`src/sv/chas_ram.sv`:
```
// ----------------------------------------------------------------------------
// chas_ram: generic simple dual-port RAM
// One write port, one read port, read data registered.
// ----------------------------------------------------------------------------
module chas_ram #(
  parameter int WIDTH = 8,
  parameter int DEPTH = 16
) (
  input  logic                     clk,
  input  logic                     we,
  input  logic [$clog2(DEPTH)-1:0] waddr,
  input  logic [WIDTH-1:0]         wdata,
  input  logic [$clog2(DEPTH)-1:0] raddr,
  output logic [WIDTH-1:0]         rdata
);

  logic [WIDTH-1:0] mem [DEPTH];

  always_ff @(posedge clk) begin
    if (we) begin
      mem[waddr] <= wdata;
    end
    rdata <= mem[raddr];
  end

endmodule

```
`config.mk`:
```
export PLATFORM = sky130hd
export DESIGN_NAME = chas_ram
export DESIGN_NICKNAME = d
export VERILOG_FILES = /design/src/sv/chas_ram.sv
export SDC_FILE = /design/constraint.sdc
export NUM_CORES = 1
export LEC_CHECK = 0
export BUFFER_PORTS_ARGS = -buffer_cell sky130_fd_sc_hd__buf_2
export CAP_MARGIN = 20
export CORE_MARGIN = 2
export CORE_UTILIZATION = 65
export CTS_CLUSTER_DIAMETER = 150
export DETAILED_ROUTE_END_ITERATION = 12
export PLACE_DENSITY = 0.93
export SLEW_MARGIN = 0
export SYNTH_ARGS = -nofsm -noshare
export SYNTH_HDL_FRONTEND = slang
export SYNTH_SLANG_ARGS = --single-unit
```
`constraint.sdc`:
```
create_clock -name clk -period 3.6 [get_ports clk]
set_input_delay 1.08 -clock clk [delete_from_list [all_inputs] [get_ports clk]]
set_output_delay 1.08 -clock clk [all_outputs]
set_load 0.01 [all_outputs]
```
# --- After elaboration in Yosys (flattened, before gate mapping) ---
# Memory sizes are Yosys's and may differ from the RTL's. A register that Yosys moved wholly into a read port is not among the register bits.
# Index checks and enable logic that the tools add are counted.
op_classes:
  muxes: 2
op_table:
  columns: ["op", "n"]
  rows:
  - ["1-bit 2-to-1 mux", 2]
totals:
  elab_cells: 3
  ff_bits: 0
  n_memories: 1
  ram_bits: 128
  output_inout_bits: 8
  inputBits: 18
mem_list:
  columns: ["memory", "words", "width", "read_ports", "rd_ports_with_merged_regs", "wr", "line_no", "source"]
  rows:
  - ["mem", 16, 8, 1, 1, 1, "17", "logic [WIDTH-1:0] mem [DEPTH];"]

# --- Longest topological paths before layout ---
# Gate-level depths: netlist of the first run.
logic_depth:
  ltp_word: 2
  ltp_mapped: 5
  depth_no_buf: 3

# --- Worst setup path before layout of the first run ---
# No wires, ideal clock.
synth_path:
  path_type: "input -> register"
  startpoint: "input waddr[2]"
  endpoint: "memory mem[0][0], enable pin"
  arrival_time_ns: 2.190
  setup_ns: 0.383
  setup_slack_ns: 1.027
  path_stages: 2
  cell_sequence: "or3b_2 > nor3_1"
synth_rtl:
  columns: ["element", "line_no", "source"]
  rows:
  - ["from (decl)", "11", "input logic [$clog2(DEPTH)-1:0] waddr,"]
  - ["to (decl)", "17", null]
# No word-level cell before the write port.

==> results of run 1 <==
-- sequential cells by signal, summed over array words and instances (netlist names) --
register  count
rdata         8
mem         128
-- cell families (layout without fill, tap and decap cells) --
kind of cell | count (synthesis) | after routing | share of synthesized area, %
AO/OA/AOI/OAI | 16 | 16 | 2.33
flip-flops | 136 | 136 | 77.8
buffers and inverters | 10 | 66 | 1.68
AND/OR/NAND/NOR | 35 | 35 | 3.18
multiplexers | 32 | 32 | 15.0
-- per-layer routing --
metal  part of all wire, %  vias up  global-route usage (%)
met4                   2.7        0                    13.0
met5                     0        -                       0
met2                    49      160                    40.6
li1                      -     1059                       -
met1                    40     1283                    37.8
met3                   8.5       22                    6.69
-- final cells by class --
| type | instances | share of cell area [%] |
|---|---|---|
| tap | 102 | 2.13 |
| multi-input combinational | 83 | 17.6 |
| clock inverter | 15 | 3.36 |
| sequential | 136 | 66.8 |
| clock buffer | 17 | 6.91 |
| timing repair buffer | 34 | 3.21 |
-- placed cells by master, fill, tap and decap left out --
| cell type | instances |
|---|---|
| sky130_fd_sc_hd__clkinv_2 | 2 |
| sky130_fd_sc_hd__mux4_1 | 14 |
| sky130_fd_sc_hd__edfxtp_1 | 128 |
| sky130_fd_sc_hd__and2_1 | 1 |
| sky130_fd_sc_hd__buf_4 | 9 |
| sky130_fd_sc_hd__dfxtp_1 | 8 |
| sky130_fd_sc_hd__nor2b_1 | 1 |
| sky130_fd_sc_hd__and2b_1 | 1 |
| sky130_fd_sc_hd__nand3b_1 | 2 |
| sky130_fd_sc_hd__clkbuf_16 | 16 |
| sky130_fd_sc_hd__clkinv_1 | 1 |
| sky130_fd_sc_hd__buf_2 | 25 |
| sky130_fd_sc_hd__clkinvlp_4 | 2 |
| sky130_fd_sc_hd__nor3_1 | 4 |
| sky130_fd_sc_hd__clkbuf_8 | 1 |
| sky130_fd_sc_hd__nand2_1 | 9 |
| sky130_fd_sc_hd__mux4_2 | 18 |
| sky130_fd_sc_hd__nand3_1 | 1 |
| sky130_fd_sc_hd__or3b_2 | 1 |
| sky130_fd_sc_hd__nand2b_1 | 2 |
| sky130_fd_sc_hd__a22oi_1 | 16 |
| sky130_fd_sc_hd__bufinv_16 | 4 |
| sky130_fd_sc_hd__inv_6 | 2 |
| sky130_fd_sc_hd__clkinv_4 | 4 |
| sky130_fd_sc_hd__nor2_1 | 13 |
-- per-stage QoR --
step	instance area, um^2	worst slack (ps)
3_3_place_gp	5380	803
2_1_floorplan	5150	1030
3_5_place_dp	5380	762
5_1_grt	6000	1190
6_report	6000	1300
4_1_cts	6000	1300
-- path summary, 6_finish.rpt --
path,start,endpoint,slack (ps),cells past startpoint
worst min-delay path,mem[12][4],rdata[4],670,3
worst max register to register,mem[0][2],rdata[2],2190,3
worst max-delay path,raddr[0],rdata[1],1300,6
worst min register to register,mem[12][4],rdata[4],670,3
-- worst max-delay path, cell delays in order --
cell,delay (ps)
sky130_fd_sc_hd__buf_2,90
sky130_fd_sc_hd__buf_4,360
sky130_fd_sc_hd__buf_4,310
sky130_fd_sc_hd__mux4_1,570
sky130_fd_sc_hd__a22oi_1,210
sky130_fd_sc_hd__nand2_1,70
-- power groups by stage --
stage	Clock, mW	Combinational (mW)	Sequential (mW)
CTS	1.79	0.162	1.78
finish	1.78	0.161	1.78
detailed placement	0	0.159	1.81
floorplan	0	0.0899	1.82
global route	1.86	0.174	1.78
global placement	0	0.152	1.81
==> results.txt, run 1 <==
number of nets in the layout -> 290
yosys warns -> 0
number of buffers created by CTS -> 17
setup repair after global routing missed its margin -> false
Placeable Area -> 0.00769 mm^2
Post-CTS Setup Bufs -> 0
Worst setup EP type -> flip-flop
cell count after placement -> 355
part of the power in the clock network -> 47.8%
most numerous cell in the Yosys netlist -> sky130_fd_sc_hd__edfxtp_1
Starting DRT DRC Count -> 238
per-cell routed wire length -> 26.6 um
initial antenna violation count -> 0
switching share of power -> 20.3%
total area of multi-input combinational cells -> 0.00106 mm^2
Yosys cell types -> 19
number of resized instances in the post-cts repair step -> 0
Worst-path clk slew -> 60 ps
highest net fanout along the worst path -> 22
synthesized area -> 0.00515 mm^2
count of maximum capacitance violations -> 0
static leakage -> 2.04 nW
depth of the CTS H-tree -> 4
Cell Pwr Density -> 620 mW/mm^2
setup violation total in the final timing report -> 0
post-route clock period utilization -> 64.0%
total die area -> 0.00865 mm^2
total of hold buffers inserted after clock tree synthesis -> 0
peak supply drop -> 0.425 mV
class of the tightest hold or removal check -> reg2reg
Clk Latency, worst-skew pair -> 520 ps
Diodes inserted -> 0
final-layout worst hold slack -> 674 ps
final weighted congestion in routability-driven placement -> 0.765
most frequent cells after synthesis -> sky130_fd_sc_hd__edfxtp_1, sky130_fd_sc_hd__mux4_2, sky130_fd_sc_hd__a22oi_1
Port-buffer cells -> 25
status -> complete, no violations
first-pass GRT wire length -> 15700 um
Detail Placement HPWL -> 5820 um
count of final max-slew check failures -> 0
synthesized area divided by synthesized cell count -> 22.5 um^2
via count normalized by instance count -> 6.52
CP startpoint kind -> input port
Layout Utilization -> 78.0%
Tot GR Track Use -> 26.9%
relative max-transition margin -> 32.8%
share of flip-flops with an asynchronous set or reset after synthesis -> 0%
Cell Count, Final, Fillers Out -> 387
synth top area cells -> sky130_fd_sc_hd__edfxtp_1, sky130_fd_sc_hd__mux4_2, sky130_fd_sc_hd__mux4_1
fraction of power consumed by sequential logic -> 47.9%
Final Hold Fails -> 0
setup total negative slack -> 0 ps
remaining routing DRC violations -> 0
TritonCTS clock tree -> built
Die Ht -> 93.0 um
cell-internal power -> 2.96 mW
combined flip-flop and latch cell area -> 0.00400 mm^2
Logic pwr share -> 4.3%
fraction of post-synthesis cell area in the top cell type by area -> 74.7%
pin count of the biggest net entering global routing -> 33
CP required -> 4010 ps
Clk Tree Root Cell -> sky130_fd_sc_hd__clkbuf_8
post-layout minimum cycle time -> 2300 ps
post-synthesis cell type with the largest combined area -> sky130_fd_sc_hd__edfxtp_1
Die W -> 93.0 um
layout cell share with drive strength beyond 1 -> 29.5%
residual overflow from global routing -> 0
register bit count reported by yosys -> 136
number of rows created at floorplan -> 32
net switching power -> 756 uW
Gate Count Post-Synth -> 229
share of synthesized area occupied by flip-flops and latches -> 77.8%
number of vias in the routed layout -> 2524
total length of routed wires -> 10300 um
Fill cells -> 400
Clock Sinks -> 136
Post-synth EDFFs -> 128
data arrival time of the critical path -> 2710 ps
highest clock rate -> 0.434 GHz
ports placed on the boundary -> 26
worst clock skew -> 6.60 ps
post-route antenna net violation count -> 0
main flop type after synthesis -> sky130_fd_sc_hd__edfxtp_1
slew of the pin with the lowest slew margin -> 1000 ps
starting density of the core -> 67.0%
net count after synthesis -> 247
power consumption -> 3.72 mW
via count of the first global-routing pass -> 2626
number of detailed-route iterations in the first pass -> 5
kind of critical path -> in2reg
Layout area overhead -> 16.5%
number of buffers on the longest clock path -> 2
Power figures use the tool's default switching activity.
==> run 2, diff against run 1 <==
- CORE_UTILIZATION: 65 -> 60
- PLACE_DENSITY: 0.93 -> 0.87
- clock period: 3.6 -> 2.16 ns (I/O delays scaled with it)
==> run 2 against run 1 <==
Net effect: combinational power up 80%; sequential cell count unchanged; highest routed layer unchanged; cell area grew 3.0%; critical path depth fell by 5; sequential share of layout area is 2.0 points lower.
==> results.txt, run 2 (same netlist as run 1, synthesis figures left out) <==
final weighted congestion in routability-driven placement -> 0.784 (+2.5%)
commonest cells after routing, fill and taps aside -> sky130_fd_sc_hd__edfxtp_1, sky130_fd_sc_hd__buf_2, sky130_fd_sc_hd__buf_4, sky130_fd_sc_hd__mux4_2
total length of routed wires -> 10400 um (+1.1%)
highest net fanout along the worst path -> 1 (-95%)
count of final max-slew check failures -> 0 (unchanged)
number of detailed-route iterations in the first pass -> 5 (unchanged)
Diodes inserted -> 0 (unchanged)
class of the tightest hold or removal check -> in2reg
Port-buffer cells -> 25 (unchanged)
starting density of the core -> 62.3% (-4.6 points)
Layout Utilization -> 74.8% (-3.2 points)
number of buffers on the longest clock path -> 2 (unchanged)
first-pass GRT wire length -> 16000 um (+2.1%)
number of resized instances in the post-cts repair step -> 0 (unchanged)
CP startpoint kind -> flip-flop
peak supply drop -> 0.683 mV (+61%)
cell-by-cell listing of the critical path -> buf_2
Worst-path clk slew -> 60 ps (about the same)
count of maximum capacitance violations -> 0 (unchanged)
Post-CTS Setup Bufs -> 0 (unchanged)
Final Hold Fails -> 0 (unchanged)
slew of the pin with the lowest slew margin -> 450 ps (-555 ps)
highest clock rate -> 0.610 GHz
ports placed on the boundary -> 26 (unchanged)
relative max-transition margin -> 70.0% (+37 points)
kind of critical path -> reg2out
pin count of the biggest net entering global routing -> 20 (-39%)
number of rows created at floorplan -> 33 (+3.1%)
number of vias in the routed layout -> 2546 (+0.87%)
Die W -> 96.6 um (+3.9%)
Layout area overhead -> 20.0%
number of nets in the layout -> 305 (+5.2%)
status -> complete, no violations
power consumption -> 6.35 mW (+71%)
post-route setup slack -> 521 ps (-775 ps)
Detail Placement HPWL -> 6110 um (+5.0%)
Clk Tree Root Cell -> sky130_fd_sc_hd__clkbuf_8
Bufs and invs on worst path -> 1 (-2)
CP required -> 1510 ps (-2500 ps)
FF-to-FF path depth -> 3 (unchanged)
Clk Latency, worst-skew pair -> 520 ps (about the same)
post-layout minimum cycle time -> 1640 ps
setup repair after global routing missed its margin -> false
Cell Pwr Density -> 1030 mW/mm^2 (+66%)
initial antenna violation count -> 0 (unchanged)
Placeable Area -> 0.00826 mm^2 (+7.4%)
residual overflow from global routing -> 0 (unchanged)
worst clock skew -> 8.03 ps (+1.43 ps)
Fill cells -> 442 (+11%)
Worst Hold Depth -> 1 (-2)
via count of the first global-routing pass -> 2623 (-0.11%)
Die Ht -> 96.6 um (+3.9%)
remaining routing DRC violations -> 0 (unchanged)
post-route clock period utilization -> 75.9%
dpl ws -> 144 ps (-618 ps)
Crit path max-delay family -> flip-flops
Worst setup EP type -> output port
TritonCTS clock tree -> built
total die area -> 0.00934 mm^2 (+8.0%)
Tot GR Track Use -> 24.2% (-2.7 points)
biggest registers after layout -> mem: 128 flops, rdata: 8 flops
via count normalized by instance count -> 6.29 (-3.6%)
Top reg by flops -> mem
Worst path max stage delay -> 340 ps (-230 ps)
number of buffers created by CTS -> 17 (unchanged)
leading cell type in the layout, fill and taps excluded -> sky130_fd_sc_hd__edfxtp_1
depth of the CTS H-tree -> 4 (unchanged)
total of hold buffers inserted after clock tree synthesis -> 0 (unchanged)
number of cells on the critical path -> 1 (-5)
layout cell share with drive strength beyond 1 -> 33.0% (+3.5 points)
setup violation total in the final timing report -> 0 (unchanged)
static leakage -> 2.15 nW (+5.3%)
post-route antenna net violation count -> 0 (unchanged)
Largest register FFs -> 128 (unchanged)
per-cell routed wire length -> 25.7 um (-3.3%)
cell with the biggest individual delay on the critical path -> sky130_fd_sc_hd__dfxtp_1
Starting DRT DRC Count -> 222 (-6.7%)
Clock Sinks -> 136 (unchanged)
data arrival time of the critical path -> 990 ps (-1720 ps)
setup total negative slack -> 0 ps (unchanged)
-- run 2: cell count changes in the layout (fill, tap and decap cells not counted), sizes merged --
cell and delta:
clkinv -2, inv -2, buf +15, bufinv +1, clkbuf +3
-- run 2: path summary, 6_finish.rpt --
path	to	slack, ps	from
min	mem[0][3]	510	wdata[3]
min reg2reg	rdata[0]	700	mem[13][0]
max reg2reg	rdata[0]	720	mem[2][0]
max	rdata[3]	520	rdata[3]
-- run 2: final cells by class --
type	instances	area (um^2)	area share, %
Sequential cell	136	4000	64.8
Multi-Input combinational cell	83	1060	17.1
Clock buffer	20	445	7.21
Timing Repair Buffer	49	343	5.55
Clock inverter	12	198	3.20
Tap cell	105	131	2.13
-- run 2: report_power, final --
group	internal [mW]	total (mW)	leakage (nW)	switching [mW]
Sequential	2.95	2.97	1.22	0.0188
Clock	2.05	3.09	0.311	1.04
Combinational	0.126	0.290	0.611	0.164
Total	5.13	6.35	2.15	1.23
-- run 2: per-stage QoR --
stage               instance area [um^2]  hold slack, ps  cells
CTS                                 6180             492    405
global route                        6180             504    405
floorplan                           5150             629    229
global placement                    5540             654    373
detailed placement                  5540             662    373
finish                              6180             513    405
-- run 2: layer usage --
layer	global-route usage (%)	wire, um	part of all wire [%]	vias up
met4	9.86	234	2.3	0
li1	-	-	-	1092
met1	32.2	4110	39	1289
met5	0	0	0	-
met3	7.73	841	8.1	22
met2	37.6	5220	50	143
==> run 3, diff against run 2 <==
- CORE_UTILIZATION: 60 -> 54
- PLACE_DENSITY: 0.87 -> 0.83
- clock period: 2.16 -> 1.4 ns (I/O delays scaled with it)
==> run 3 against run 2 <==
Net effect: sequential share of layout area fell by 2.1 points; combinational power increased by 84%; non-clock buffer count rose by 14; global-route usage is 1.2 points lower; register-to-register slack worse by 670 ps; routed wire length is 6.3% higher; cell count increased by 9.4%; cell area grew 3.6%; via count increased by 3.7%.
==> results.txt, run 3 (same netlist as run 1, synthesis figures left out) <==
setup total negative slack -> 0 ps (unchanged)
Layout area overhead -> 24.3%
number of buffers created by CTS -> 17 (unchanged)
count of maximum capacitance violations -> 0 (unchanged)
via count normalized by instance count -> 5.96 (-5.2%)
setup violation total in the final timing report -> 0 (unchanged)
number of vias in the routed layout -> 2640 (+3.7%)
starting density of the core -> 55.7% (-6.6 points)
end point of the worst hold path -> mem[1][7]
CP required -> 980 ps (-530 ps)
count of final max-slew check failures -> 0 (unchanged)
static leakage -> 2.18 nW (+1.8%)
Post-CTS Setup Bufs -> 0 (unchanged)
first-pass GRT wire length -> 16300 um (+2.1%)
CP startpoint kind -> flip-flop
Bufs and invs on worst path -> 1 (unchanged)
capture point of the worst reg-to-reg path -> rdata[6]
final weighted congestion in routability-driven placement -> 0.786 (+0.20%)
post-layout minimum cycle time -> 1360 ps
per-cell routed wire length -> 25.0 um (-2.8%)
Port-buffer cells -> 25 (unchanged)
total of hold buffers inserted after clock tree synthesis -> 0 (unchanged)
slew of the pin with the lowest slew margin -> 843 ps (+393 ps)
status -> complete, no violations
layout cell share with drive strength beyond 1 -> 43.6% (+11 points)
cell with the biggest individual delay on the critical path -> sky130_fd_sc_hd__dfxtp_2
cell count after placement -> 410 (+9.9%)
Starting DRT DRC Count -> 229 (+3.2%)
Top reg by flops -> mem
ports placed on the boundary -> 26 (unchanged)
dpl ws -> -482 ps (-626 ps)
Cell Pwr Density -> 1490 mW/mm^2 (+45%)
reg-to-reg slack, setup -> 50 ps (-670 ps)
Diodes inserted -> 0 (unchanged)
remaining routing DRC violations -> 0 (unchanged)
TritonCTS clock tree -> built
FF-to-FF path depth -> 3 (unchanged)
setup repair after global routing missed its margin -> false
via count of the first global-routing pass -> 2723 (+3.8%)
biggest registers after layout -> mem: 128 flops, rdata: 8 flops
Detail Placement HPWL -> 6660 um (+9.0%)
pin count of the biggest net entering global routing -> 25 (+25%)
Tot GR Track Use -> 22.9% (-1.2 points)
initial antenna violation count -> 0 (unchanged)
residual overflow from global routing -> 0 (unchanged)
total die area -> 0.0103 mm^2 (+11%)
Placeable Area -> 0.00924 mm^2 (+12%)
number of nets in the layout -> 319 (+4.6%)
peak supply drop -> 0.782 mV (+14%)
post-route setup slack -> 41.4 ps (-480 ps)
Worst setup EP type -> output port
cell-by-cell listing of the critical path -> buf_2
number of detailed-route iterations in the first pass -> 4 (-1)
number of buffers on the longest clock path -> 2 (unchanged)
power consumption -> 9.55 mW (+50%)
Largest register FFs -> 128 (unchanged)
Worst-path clk slew -> 60 ps (about the same)
total length of routed wires -> 11100 um (+6.3%)
Crit path max-delay family -> flip-flops
class of the tightest hold or removal check -> in2reg
highest net fanout along the worst path -> 1 (unchanged)
commonest cells after routing, fill and taps aside -> sky130_fd_sc_hd__edfxtp_1, sky130_fd_sc_hd__mux4_2, sky130_fd_sc_hd__buf_4, sky130_fd_sc_hd__buf_2, sky130_fd_sc_hd__clkbuf_16
depth of the CTS H-tree -> 4 (unchanged)
leading cell type in the layout, fill and taps excluded -> sky130_fd_sc_hd__edfxtp_1
Worst path max stage delay -> 310 ps (-30 ps)
Cell Count, Final, Fillers Out -> 443 (+9.4%)
highest clock rate -> 0.736 GHz
Clk Tree Root Cell -> sky130_fd_sc_hd__clkbuf_8
worst clock skew -> 6.76 ps (-1.27 ps)
Layout Utilization -> 69.2% (-5.6 points)
Clk Latency, worst-skew pair -> 510 ps (about the same)
number of rows created at floorplan -> 35 (+6.1%)
post-route clock period utilization -> 97.0%
Final Hold Fails -> 0 (unchanged)
data arrival time of the critical path -> 940 ps (-50 ps)
post-route antenna net violation count -> 0 (unchanged)
Die W -> 102 um (+5.2%)
relative max-transition margin -> 43.7% (-26 points)
hold path start -> wdata[7]
worst reg2reg startpoint -> mem[2][6]
Die Ht -> 102 um (+5.2%)
Clock Sinks -> 136 (unchanged)
Worst Hold Depth -> 1 (unchanged)
kind of critical path -> reg2out
[run 3: worst max path at each step]
stage / startpoint / endpoint / depth (start not counted)
2_1_floorplan: waddr[2] / mem[0][0] / 2
3_3_place_gp: raddr[0] / rdata[3] / 6
3_5_place_dp: raddr[0] / rdata[3] / 6
4_1_cts: mem[3][2] / rdata[2] / 3
5_1_grt: rdata[6] / rdata[6] / 1
6_report: rdata[6] / rdata[6] / 1
[run 3: what timing repair did]
item                       4_1_cts  5_1_grt
gates resized for setup          1       10
gates cloned                     0        1
setup endpoints to repair        1        7
[run 3: metal layers]
layer	vias to the layer above	GRT usage (%)	wire length [um]
li1	1107	-	-
met2	145	37.8	5700
met1	1376	30.0	4360
met5	-	0	0
met3	12	5.73	818
met4	0	8.32	179
[run 3: report_power, final]
| part | switching, mW | total (mW) | internal, mW |
|---|---|---|---|
| Clock | 1.57 | 4.42 | 2.85 |
| Combinational | 0.278 | 0.535 | 0.257 |
| Sequential | 0.0317 | 4.59 | 4.56 |
| Total | 1.88 | 9.55 | 7.66 |
[run 3: through the flow]
stage / hold WS, ps / instance area (um^2)
2_1_floorplan: 519 / 5180
4_1_cts: 281 / 6330
6_report: 301 / 6400
5_1_grt: 293 / 6400
3_3_place_gp: 650 / 5740
3_5_place_dp: 659 / 5740
[run 3: layout make-up]
type                       instances  area (um^2)
clock buffer                      24          470
fill                             544         2840
timing repair buffer              63          566
clock inverter                     8          121
multi-input combinational         83         1070
sequential                       136         4010
tap                              129          161
