**src/sv/chas_pkg.sv**
```systemverilog
// ----------------------------------------------------------------------------
// chas_pkg: shared definitions for the chained hash address set
// Table sizes, index widths, operation and status codes, sequencer states.
// ----------------------------------------------------------------------------
package chas_pkg;

  // table geometry (bucket and pool sizes are powers of two)
  localparam int BUCKET_COUNT = 4096;
  localparam int KEY_SHIFT    = 7;
  localparam int POOL_NODES   = 4096;

  localparam int ADDR_W   = 64;
  localparam int BUCKET_W = $clog2(BUCKET_COUNT);
  localparam int NODE_W   = $clog2(POOL_NODES);
  localparam int LINK_W   = NODE_W + 1;              // {valid, node index}
  localparam int HELD_W   = $clog2(POOL_NODES + 1);
  localparam int OCC_W    = 13;
  localparam int STATUS_W = 3;
  localparam int ODATA_W  = 16;

  // reset sweep covers both the bucket and the link memory
  localparam int CLEAR_LEN = (POOL_NODES > BUCKET_COUNT) ? POOL_NODES : BUCKET_COUNT;
  localparam int CLEAR_W   = $clog2(CLEAR_LEN);

  localparam logic OP_INSERT = 1'b0;
  localparam logic OP_REMOVE = 1'b1;

  typedef enum logic [STATUS_W-1:0] {
    ST_INSERTED    = 3'd0,
    ST_PRESENT     = 3'd1,
    ST_REMOVED     = 3'd2,
    ST_NOT_PRESENT = 3'd3,
    ST_POOL_FULL   = 3'd4
  } status_t;

  typedef enum logic [3:0] {
    S_CLEAR,
    S_IDLE,
    S_HEAD,
    S_WALK,
    S_DECIDE,
    S_ALLOC,
    S_UNLINK,
    S_RELEASE,
    S_DONE
  } state_t;

  typedef struct packed {
    logic               active;
    logic [CLEAR_W-1:0] idx;
  } sweep_t;

  // bucket = (address >> KEY_SHIFT) mod BUCKET_COUNT
  function automatic logic [BUCKET_W-1:0] bucket_of(input logic [ADDR_W-1:0] a);
    return a[KEY_SHIFT +: BUCKET_W];
  endfunction

endpackage

```
**src/sv/chas_sweep.sv**
```systemverilog
// ----------------------------------------------------------------------------
// chas_sweep: post-reset init counter
// Steps one table entry per cycle from zero to the last entry, then stops.
// ----------------------------------------------------------------------------
module chas_sweep (
  input  logic            clk,
  input  logic            rst,
  output chas_pkg::sweep_t sweep
);

  logic                         active;
  logic [chas_pkg::CLEAR_W-1:0] idx;

  always_ff @(posedge clk) begin
    if (rst) begin
      active <= 1'b1;
      idx    <= '0;
    end else if (active) begin
      if (idx == chas_pkg::CLEAR_W'(chas_pkg::CLEAR_LEN - 1)) begin
        active <= 1'b0;
      end
      idx <= idx + 1'b1;
    end
  end

  assign sweep.active = active;
  assign sweep.idx    = idx;

endmodule

```
**config.mk**
```make
export PLATFORM = sky130hd
export DESIGN_NAME = chas_sweep
export DESIGN_NICKNAME = d
export VERILOG_FILES = /design/src/sv/chas_pkg.sv /design/src/sv/chas_sweep.sv
export SDC_FILE = /design/constraint.sdc
export NUM_CORES = 1
export LEC_CHECK = 0
export ABC_AREA = 1
export CORE_AREA = 8 8 45 47
export CTS_CLUSTER_SIZE = 24
export DETAILED_ROUTE_END_ITERATION = 12
export DIE_AREA = 0 0 53 55
export DONT_BUFFER_PORTS = 1
export SLEW_MARGIN = 20
export SYNTH_ARGS = -nofsm -noshare
export SYNTH_HDL_FRONTEND = slang
export SYNTH_SLANG_ARGS = --single-unit
```
**constraint.sdc**
```tcl
create_clock -name clk -period 2.9 [get_ports clk]
set_input_delay 0 -clock clk [delete_from_list [all_inputs] [get_ports clk]]
set_output_delay 0 -clock clk [all_outputs]
set_load 0.005 [all_outputs]
```
**Word-level counts from Yosys, hierarchy flattened**

Cells that the tools add are included.

- Register bits after elaboration: 13
- Input bits: 2
- Logic and storage cells: 6

- Multiplexer cells: 2
- Equality and inequality tests: 1
- Add/sub/neg operators: 1

Operators by type and width:

| cell | count |
|---|---|
| adder 12 x 1 -> 12 bit (second input constant) | 1 |
| == test 12 bit (second input constant) | 1 |
| two-way mux 1 bit | 2 |

**Longest topological paths before layout**

Gate-level depths: netlist (run 1).

- Depth in word-level cells: 3
- Gate-level depth with buffers: 7
- Depth with buffers taken out: 7

**Worst setup path before layout (run 1)**

OpenSTA, ideal clock, no wires.

- Kind: flip-flop to flip-flop
- Start point: register idx[0] (netlist bit)
- End point: register idx[10] (netlist bit)
- Data arrival time: 1.010 ns
- Slack: 1.777 ns
- Cell stages (with the launch flop): 7
- Path buffers: 0
- Clock period less this slack: 1.123 ns
- Data required time: 2.787 ns
- Path through: dfxtp_1 -> ha_1 -> nand2_1 -> nor2_1 -> nand3_1 -> nor2_1 -> nor2_1

- Cells in the longest elaborated chain, start to end: 1

Ends and longest elaborated chain:

| what | line | RTL |
|---|---|---|
| from (decl) | chas_sweep.sv:12 | `logic [chas_pkg::CLEAR_W-1:0] idx;` |
| from (signal assigned) | chas_sweep.sv:22 | `idx <= idx + 1'b1;` |
| adder 12 x 1 -> 12 bit | chas_sweep.sv:22 |  |

No other way between the ends.
A chain may end at the register's enable or synchronous reset.

**Final worst setup path (run 1)**

Same ends and word-level chain as after synthesis.

==> summary.txt, run 1 <==
Drt
  – Vias per cell: a little under 5
  – Drt total wl: 1290 um
  – Starting DRT DRC Count: 12
  – DR pass1 iterations: 4
  – ANT nets after route: 0
  – Routed WL per cell: around 12 um
  – DR vias: 542
  – DRC: 0

Worst setup path
  – Crit-path max FO: 4
  – Crit path launch type: flop
  – Req. time, crit path: 3.12 ns
  – Setup CP Type: flop to flop
  – R2r setup slk: approximately 1.6 ns
  – CP Data Arrival Time: about 1.5 ns
  – Crit end category: flop

Clock tree
  – H-Tree Level Count: 1
  – Clk sink count: 13
  – # resized after CTS: 0
  – Clk Latency, worst-skew pair: around 0.27 ns
  – Max Root-Sink Buffers: 2
  – Clk root buf: clkbuf_4
  – Post-CTS setup buffers: 0
  – CTS buffer count: 3
  – Clock slew at reported path FFs: about 0.08 ns
  – CTS tree: yes
  – Hold Buf Count CTS: 0

Global routing
  – Pin count of the biggest net entering global routing: 14
  – Initial antenna violation count: 0
  – Grt total ovfl: 0
  – Number of global-route vias before repair: ~460
  – Total Routing Usage GR: roughly 10%
  – First-pass GRT wire length: roughly 2100 um

Synthesis
  – #FFs+latches synth: 13
  – Yosys cell types: 16
  – Seq/Total Area, Yosys: 41.5%
  – Syn Inst Count: between 90 and 100
  – Mapped cell area: ~630 um2
  – Synthesis warning total: 0
  – Mean Syn Cell Area: between 6 and 7 um2
  – Syn_nets: between 90 and 100

Layout
  – # diodes: 0
  – Share of layout cells above drive strength 1: approximately 7.4%
  – NumNets Final: between 90 and 100
  – P&R area growth vs syn: 3.99%

STA
  – Peak Freq: 787 MHz
  – Slew @ Worst Pin: between 0.3 and 0.4 ns
  – Tcrit/Tclk final: approximately 44%
  – Unrepaired setup endpoints after global routing: false
  – Setup TNS: 0 ns
  – Fin crit period: 1.27 ns
  – Final clock skew: 0.00257 ns
  – Slew Limit Fails: 0
  – Setup violations, final: 0
  – Endpoints failing hold: 0
  – Min Hold Slack: 0.0127 ns
  – Worst setup margin: between 1.5 and 2 ns
  – Relative slew slack: ~76%

Power and ir drop
  – Power per Cell Area: about 480 nW/um2
  – P_leak: roughly 0.27 nW
  – Maximum VDD drop: 0.000227 V

Floorplan
  – Chip width: about 53 um
  – FP Rows: 14
  – Starting Density: between 40% and 50%
  – I/O pin total: 15
  – Core area: around 1400 um2
  – Die Height: approximately 55 um
  – Die area: ~3000 um2

Min path
  – Hold crit path type: input port to flop

Placement
  – GP Congestion: between 0.7 and 0.8
  – Setup slack at placement: 1.65 ns
  – Post-detail-place hpwl: slightly above 900 um
  – Port bufs: 0

Outcome
  – Status: finished clean

Flow run
  – Max-cap viol count: 0
==> logic make-up after synthesis <==
| logic type | share of synthesized area [%] |
|---|---|
| and+or+nand+nor | 39.1 |
| DFF | 41.5 |
| buffers and inverters | 9.38 |
| adders and majority gates | 2.00 |
| AOI/OAI and AO/OA | 7.98 |
==> per-layer routing <==
| metal | track usage (%) | wire length [um] |
|---|---|---|
| met5 | 0 | 0 |
| met4 | 9.05 | 31 |
| met3 | 3.74 | 102 |
| met2 | 14.6 | 554 |
| met1 | 11.2 | 596 |
==> cells in the mapped netlist <==
library cell  number  area (um2)
a21oi_1            6        30.0
dfxtp_1           13         260
ha_1               1        12.5
nor2_4             1        11.3
inv_1             10        37.5
nand2_1           23        86.3
nor3_1             1        5.00
nor2_1            18        67.6
nand2_2            1        6.26
o21ai_0            4        20.0
nand3_2            1        10.0
buf_4              1        7.51
nand3_1            8        40.0
nor2_2             1        6.26
nand4_1            2        12.5
clkbuf_8           1        13.8
==> critical path, stage by stage (launching register included) <==
cell and delay (ns):
dfxtp_1 0.41, ha_1 0.20, nand2_1 0.10, nor2_1 0.18
nand3_1 0.12, nand2_1 0.07, nand2_1 0.05, nor2_1 0.08
==> flip-flops by register name, indices dropped and copies added, names as in the netlist <==
name and cells:
active 1, idx 12
==> metrics by stage <==
stage	util [%]	cells	area, um2	power, mW
2_1_floorplan	-	92	627	0.202
3_3_place_gp	45.2	106	626	0.204
3_5_place_dp	45.2	106	626	0.204
4_1_cts	47.1	110	652	0.319
5_1_grt	47.1	110	652	0.329
6_report	47.1	110	652	0.312
==> path summary, 6_finish.rpt <==
kind                          end  cells past startpoint                 from
max          idx[10]$_SDFFE_PP0P_                      7  idx[0]$_SDFFE_PP0P_
min             active$_SDFF_PP1_                      2                  rst
max reg2reg  idx[10]$_SDFFE_PP0P_                      7  idx[0]$_SDFFE_PP0P_
min reg2reg   idx[5]$_SDFFE_PP0P_                      2  idx[5]$_SDFFE_PP0P_
==> layout by cell type (no fill, tap or decap), types with 2 or more instances in the layout <==
master,netlist,routed
nand2_1,23,23
nor2_1,18,18
dfxtp_1,13,13
inv_1,10,10
nand3_1,8,8
a21oi_1,6,6
o21ai_0,4,4
clkbuf_4,0,3
nand4_1,2,2
==> where the power goes <==
| group | total, mW | internal, mW | switching, mW | leakage [nW] |
|---|---|---|---|---|
| Combinational | 0.0128 | 0.00463 | 0.00819 | 0.152 |
| Sequential | 0.187 | 0.182 | 0.00475 | 0.105 |
| Clock | 0.112 | 0.0533 | 0.0592 | 0.0150 |
| Total | 0.312 | 0.240 | 0.0721 | 0.272 |
==> layout make-up <==
cell class              instances  area (um2)
fillers                       146         732
clock buffers                   4        26.3
inverters                      10        37.5
flip-flops and latches         13         260
multi-input cells              67         308
well taps                      16        20.0
(Power assumes the default switching activity.)
==> run 2, diff against run 1 <==
ABC_AREA = 0   (was 1)
clock period = 1.1 ns   (was 2.9 ns; I/O delays follow)
==> summary.txt, run 2 <==
Clock tree
  – Clock slew at reported path FFs: around 0.080 ns
  – Clk root buf: clkbuf_4
  – CTS buffer count: 3
  – Clk Latency, worst-skew pair: between 0.2 and 0.3 ns
  – CTS tree: yes
  – H-Tree Level Count: 1
  – Max Root-Sink Buffers: 2
  – Clk sink count: 13

STA
  – Fin crit period: around 1.3 ns
  – Min Hold Slack: -0.221 ns
  – Endpoints failing hold: 13
  – Slew Limit Fails: 0
  – Tcrit/Tclk final: 121%
  – Peak Freq: between 700 and 800 MHz
  – Worst setup margin: -0.234 ns
  – Setup violations, final: 9
  – Unrepaired setup endpoints after global routing: true
  – Slew @ Worst Pin: ~0.28 ns
  – Relative slew slack: around 81%
  – Final clock skew: roughly 0.0020 ns

Synthesis
  – Seq/Total Area, Yosys: 43.9%
  – Mapped cell area: between 500 and 600 um2
  – Yosys top cell area share: between 40 and 50%
  – EDFF count, synth: 0
  – Syn Inst Count: 64
  – Yosys cell types: 26
  – Synth cell count leaders: dfxtp_1, a21oi_1, nor2_1
  – #FFs+latches synth: 13
  – Top post-synthesis cells by area: dfxtp_1, a21oi_1, o31ai_1
  – Post-synth top area cell: dfxtp_1
  – Fraction of registers with async set/reset: 0%
  – Mean Syn Cell Area: 9.27 um2
  – Syn_nets: 67
  – Most common cell in the synthesized netlist: dfxtp_1
  – Top_reg_cell synth: dfxtp_1
  – Synthesis warning total: 0

Power and ir drop
  – Power per Cell Area: roughly 800 nW/um2
  – Maximum VDD drop: roughly 0.00064 V
  – P_leak: 0.408 nW
  – Overall power: roughly 0.84 mW

Min path
  – WHS Path Cells: 1
  – Hold_sp: rst
  – Hold crit path type: input port to flop

Layout
  – Final instance area: roughly 1100 um2
  – # diodes: 0
  – Footprint of the multi-input gates: 394 um2
  – # fillers: 90
  – Register with the most flip-flops: idx
  – NumNets Final: roughly 110
  – Register area: around 290 um2
  – Commonest non-fill, non-tap cell in the layout: buf_4
  – Max reg flops: 12
  – Biggest regs: idx x12, active x1
  – Share of layout cells above drive strength 1: slightly above 60%
  – P&R area growth vs syn: 77.4%
  – Most frequent cells in the layout: buf_4, buf_6, nor2_1, dfxtp_4

Flow run
  – Max-cap viol count: 0

Worst setup path
  – Req. time, crit path: 1.26 ns
  – Buf+Inv Stages, Crit Path: 2
  – WP depth: 5
  – Crit-path max FO: 4
  – CP cell instances: nand4_1, buf_4, buf_4, o31ai_2, a21oi_1
  – CP max stage cell: dfxtp_4
  – Crit-path max cell delay: roughly 0.38 ns
  – R2R depth: 5
  – Cell family with most CP delay: flip-flops
  – Start point of the critical path: idx[6]$_SDFFE_PP0P_
  – Crit path launch type: flop
  – Setup CP Type: flop to flop
  – R2r setup slk: -0.23 ns
  – CP Data Arrival Time: around 1.5 ns
  – Worst r2r src: idx[6]$_SDFFE_PP0P_
  – Most used cell, CP: buf_4
  – Crit end category: flop

Global routing
  – Total Routing Usage GR: a little under an eighth
  – Pin count of the biggest net entering global routing: 15
  – Grt total ovfl: 0
  – Number of global-route vias before repair: ~590
  – First-pass GRT wire length: 2640 um
  – Initial antenna violation count: 0

Floorplan
  – FP Rows: 14
  – Core area: ~1400 um2
  – Chip width: around 53 um
  – I/O pin total: 15
  – Die Height: ~55 um
  – Die area: 2920 um2
  – Starting Density: approximately 43%

Drt
  – DR vias: 630
  – Vias per cell: ~5.3
  – Routed WL per cell: about 15 um
  – DRC: 0
  – ANT nets after route: 0
  – DR pass1 iterations: 4
  – Drt total wl: between 1500 and 2000 um
  – Starting DRT DRC Count: 6

Outcome
  – Failing checks: hold timing, setup timing
  – Status: complete, but fails checks

Placement
  – Post-detail-place hpwl: ~1100 um
  – Port bufs: 0
  – GP Congestion: between 0.7 and 0.8
  – Placed Area: about 840 um2
[run 2: stage by stage]
stage | instances | hold slack [ns] | worst slack [ns] | util [%] | setup TNS [ns]
after floorplan | 64 | 0.0617 | -0.166 | - | -0.601
after global placement | 103 | 0.0652 | -0.213 | 60.4 | -1.09
after detailed placement | 103 | 0.0657 | -0.214 | 60.4 | -1.21
after CTS | 109 | -0.227 | -0.194 | 65.4 | -0.981
after global routing | 119 | -0.232 | -0.272 | 76.0 | -1.77
final | 119 | -0.221 | -0.234 | 76.0 | -1.34
[run 2: worst paths after layout]
kind                               end
hold / removal     idx[7]$_SDFFE_PP0P_
setup / recovery  idx[10]$_SDFFE_PP0P_
hold reg to reg   idx[10]$_SDFFE_PP0P_
setup reg to reg  idx[10]$_SDFFE_PP0P_
[run 2: cells by family after synthesis]
kind of cell               share of synthesized area, %
and+or+nand+nor                                    25.3
AOI/OAI and AO/OA                                  13.3
DFF                                                43.9
buffers and inverters                              5.91
xor gates and xnor gates                           5.91
muxes                                              3.59
adders and majority gates                          2.11
[run 2: metal layers]
layer  routed length [um]  global-route usage [%]  vias up  part of all wire [%]
met5                    0                       0        -                     0
met4                   38                    3.88        0                   2.1
met3                  133                    3.21        4                   7.5
met2                  851                    18.8       18                    48
met1                  754                    14.6      294                    42
li1                     -                       -      314                     -
[run 2: where the power goes]
part,total [mW],switching (mW),internal [mW]
clock,0.290,0.149,0.140
combinational,0.0615,0.0242,0.0373
sequential,0.486,0.0159,0.471
[run 2: cell type report]
type,instances,area share [%]
clock buffer,4,2.50
tap,16,1.90
sequential,13,27.5
multi-input combinational,46,37.5
timing repair buffer,38,30.0
inverter,2,0.713
[run 2: worst register-to-register path, delay by kind of cell, from the launching register on]
family | cells | cell delay (ns)
flops | 1 | 0.38
simple gates | 1 | 0.24
compound gates | 2 | 0.26
buf+inv | 2 | 0.35
[run 2: repair_timing]
| item | 4_1_cts | 5_1_grt |
|---|---|---|
| setup endpoints to repair | 8 | 10 |
| gates cloned | 0 | 1 |
| setup buffers | 3 | 9 |
| pin swaps | 6 | 12 |
| resized for setup | 9 | 19 |
| endpoints found under the hold margin | 13 | 13 |
==> run 3, diff against run 2 <==
CELL_PAD_IN_SITES_DETAIL_PLACEMENT = 1   (was default)
CELL_PAD_IN_SITES_GLOBAL_PLACEMENT = 1   (was default)
CORE_AREA = default   (was 8 8 45 47)
CORE_MARGIN = 8   (was default)
CORE_UTILIZATION = 38   (was default)
DIE_AREA = default   (was 0 0 53 55)
PLACE_DENSITY_LB_ADDON = 0.1   (was default)
==> summary.txt, run 3 (synthesized netlist as in run 2, its figures left out) <==
Floorplan
  – Core area: approximately 1500 um2
  – Chip width: ~56 um
  – Die Height: 55.5 um
  – FP Rows: 14
  – Starting Density: around 40%
  – Die area: slightly above 3000 um2
  – I/O pin total: 15

Placement
  – Setup slack at placement: -0.240 ns
  – Port bufs: 0
  – Dpl cells: 101
  – Post-detail-place hpwl: 1280 um
  – GP Congestion: 0.797

STA
  – Fin crit period: approximately 1.3 ns
  – Endpoints failing hold: 13
  – Relative slew slack: 84.3%
  – Worst setup margin: -0.204 ns
  – Slew Limit Fails: 0
  – Min Hold Slack: -0.236 ns
  – Setup violations, final: 8
  – Slew @ Worst Pin: ~0.23 ns
  – Setup TNS: -1.12 ns
  – Peak Freq: 767 MHz
  – Final clock skew: around 0.0059 ns
  – Unrepaired setup endpoints after global routing: true
  – Tcrit/Tclk final: 119%

Drt
  – ANT nets after route: 0
  – Drt total wl: between 1500 and 2000 um
  – DR pass1 iterations: 1
  – Starting DRT DRC Count: 0
  – Vias per cell: between 5 and 6
  – DRC: 0
  – Routed WL per cell: between 15 and 20 um
  – DR vias: 601

Global routing
  – Grt total ovfl: 0
  – Initial antenna violation count: 0
  – Total Routing Usage GR: about an eighth
  – Pin count of the biggest net entering global routing: 15
  – Number of global-route vias before repair: between 600 and 700
  – First-pass GRT wire length: around 3000 um

Power and ir drop
  – Power per Cell Area: around 870 nW/um2
  – Seq pwr share: between 50 and 60%
  – Sw Pwr: roughly 0.20 mW
  – Pint: ~0.65 mW
  – Comb pwr share: approximately 7.6%
  – Sw frac: a little under a quarter
  – P_leak: between 0.3 and 0.4 nW
  – Part of the power in the clock network: between 30% and 40%
  – Overall power: approximately 0.86 mW
  – Maximum VDD drop: 0.000543 V

Worst setup path
  – CP Data Arrival Time: 1.47 ns
  – RR Endpoint: idx[11]$_SDFFE_PP0P_
  – Crit-path max FO: 5
  – R2R depth: 3
  – R2r setup slk: -0.20 ns
  – Req. time, crit path: 1.27 ns
  – Setup CP Type: flop to flop
  – Crit path launch type: flop
  – Worst r2r src: idx[6]$_SDFFE_PP0P_
  – Crit end category: flop

Layout
  – Commonest non-fill, non-tap cell in the layout: buf_4
  – Max reg flops: 12
  – Share of layout cells above drive strength 1: around 66%
  – P&R area growth vs syn: 66.2%
  – Register with the most flip-flops: idx
  – NumNets Final: 100
  – Final std cells w/o fill: 112
  – # diodes: 0
  – Most frequent cells in the layout: buf_4, nor2_1, dfxtp_2
  – Biggest regs: idx x12, active x1

Min path
  – WHS Endpoint: idx[7]$_SDFFE_PP0P_
  – Hold crit path type: input port to flop
  – WHS Path Cells: 1
  – Hold_sp: rst

Clock tree
  – CTS tree: yes
  – CTS buffer count: 3
  – Max Root-Sink Buffers: 2
  – Clk sink count: 13
  – H-Tree Level Count: 1
  – Clk Latency, worst-skew pair: 0.28 ns
  – Clk root buf: clkbuf_4
  – Clock slew at reported path FFs: ~0.080 ns

Flow run
  – Max-cap viol count: 0

Outcome
  – Status: complete, but fails checks
  – Failing checks: hold timing, setup timing
run 3: how the worst max path moves through the flow:
stage,from,end,slack (ns),depth (start not counted)
3_3_place_gp,idx[6]$_SDFFE_PP0P_,idx[11]$_SDFFE_PP0P_,-0.17,3
4_1_cts,idx[0]$_SDFFE_PP0P_,idx[10]$_SDFFE_PP0P_,-0.20,4
2_1_floorplan,idx[4]$_SDFFE_PP0P_,idx[11]$_SDFFE_PP0P_,-0.17,4
6_report,idx[6]$_SDFFE_PP0P_,idx[11]$_SDFFE_PP0P_,-0.20,3
3_5_place_dp,idx[6]$_SDFFE_PP0P_,idx[11]$_SDFFE_PP0P_,-0.24,3
5_1_grt,idx[6]$_SDFFE_PP0P_,idx[11]$_SDFFE_PP0P_,-0.30,3
run 3: power by group through the flow:
stage                     Combinational, mW  Clock (mW)  Sequential (mW)
after global placement               0.0570           0            0.506
after floorplan                      0.0288           0            0.511
after detailed placement             0.0611           0            0.507
after global routing                 0.0712       0.342            0.493
after CTS                            0.0644       0.312            0.497
final                                0.0646       0.300            0.491
run 3: area by class of cell:
class                   instances  area (um2)
fillers                       172         503
multi-input cells              45         398
flip-flops and latches         13         283
repair buffers                 32         251
clock buffers                   4        26.3
well taps                      16        20.0
inverters                       2        7.51
run 3: critical path, stage by stage (launching register included):
cell and delay, ns:
dfxtp_4 0.38, nand4_1 0.19, nor4_2 0.28, mux2_1 0.35
run 3: per-stage QoR:
| step | util, % | cell area, um2 |
|---|---|---|
| after detailed placement | 55.1 | 821 |
| final | 66.2 | 986 |
| after global placement | 55.1 | 821 |
| after CTS | 59.4 | 885 |
| after floorplan | - | 647 |
| after global routing | 66.2 | 986 |
run 3: what timing repair did:
action,4_1_cts,5_1_grt
pin swaps,3,10
gates resized for setup,5,19
hold endpoints to repair,13,13
endpoints found under the setup margin,8,11
buffers inserted,3,5
gates cloned,0,0
run 3: per-layer routing:
layer | share of wire (%) | vias to the layer above | GRT usage, % | wire, um
met5 | 0 | - | 0 | 0
met4 | 1.6 | 0 | 4.58 | 29
met3 | 6.2 | 4 | 4.11 | 113
met2 | 52 | 14 | 20.8 | 934
met1 | 41 | 288 | 12.3 | 736
li1 | - | 295 | - | -
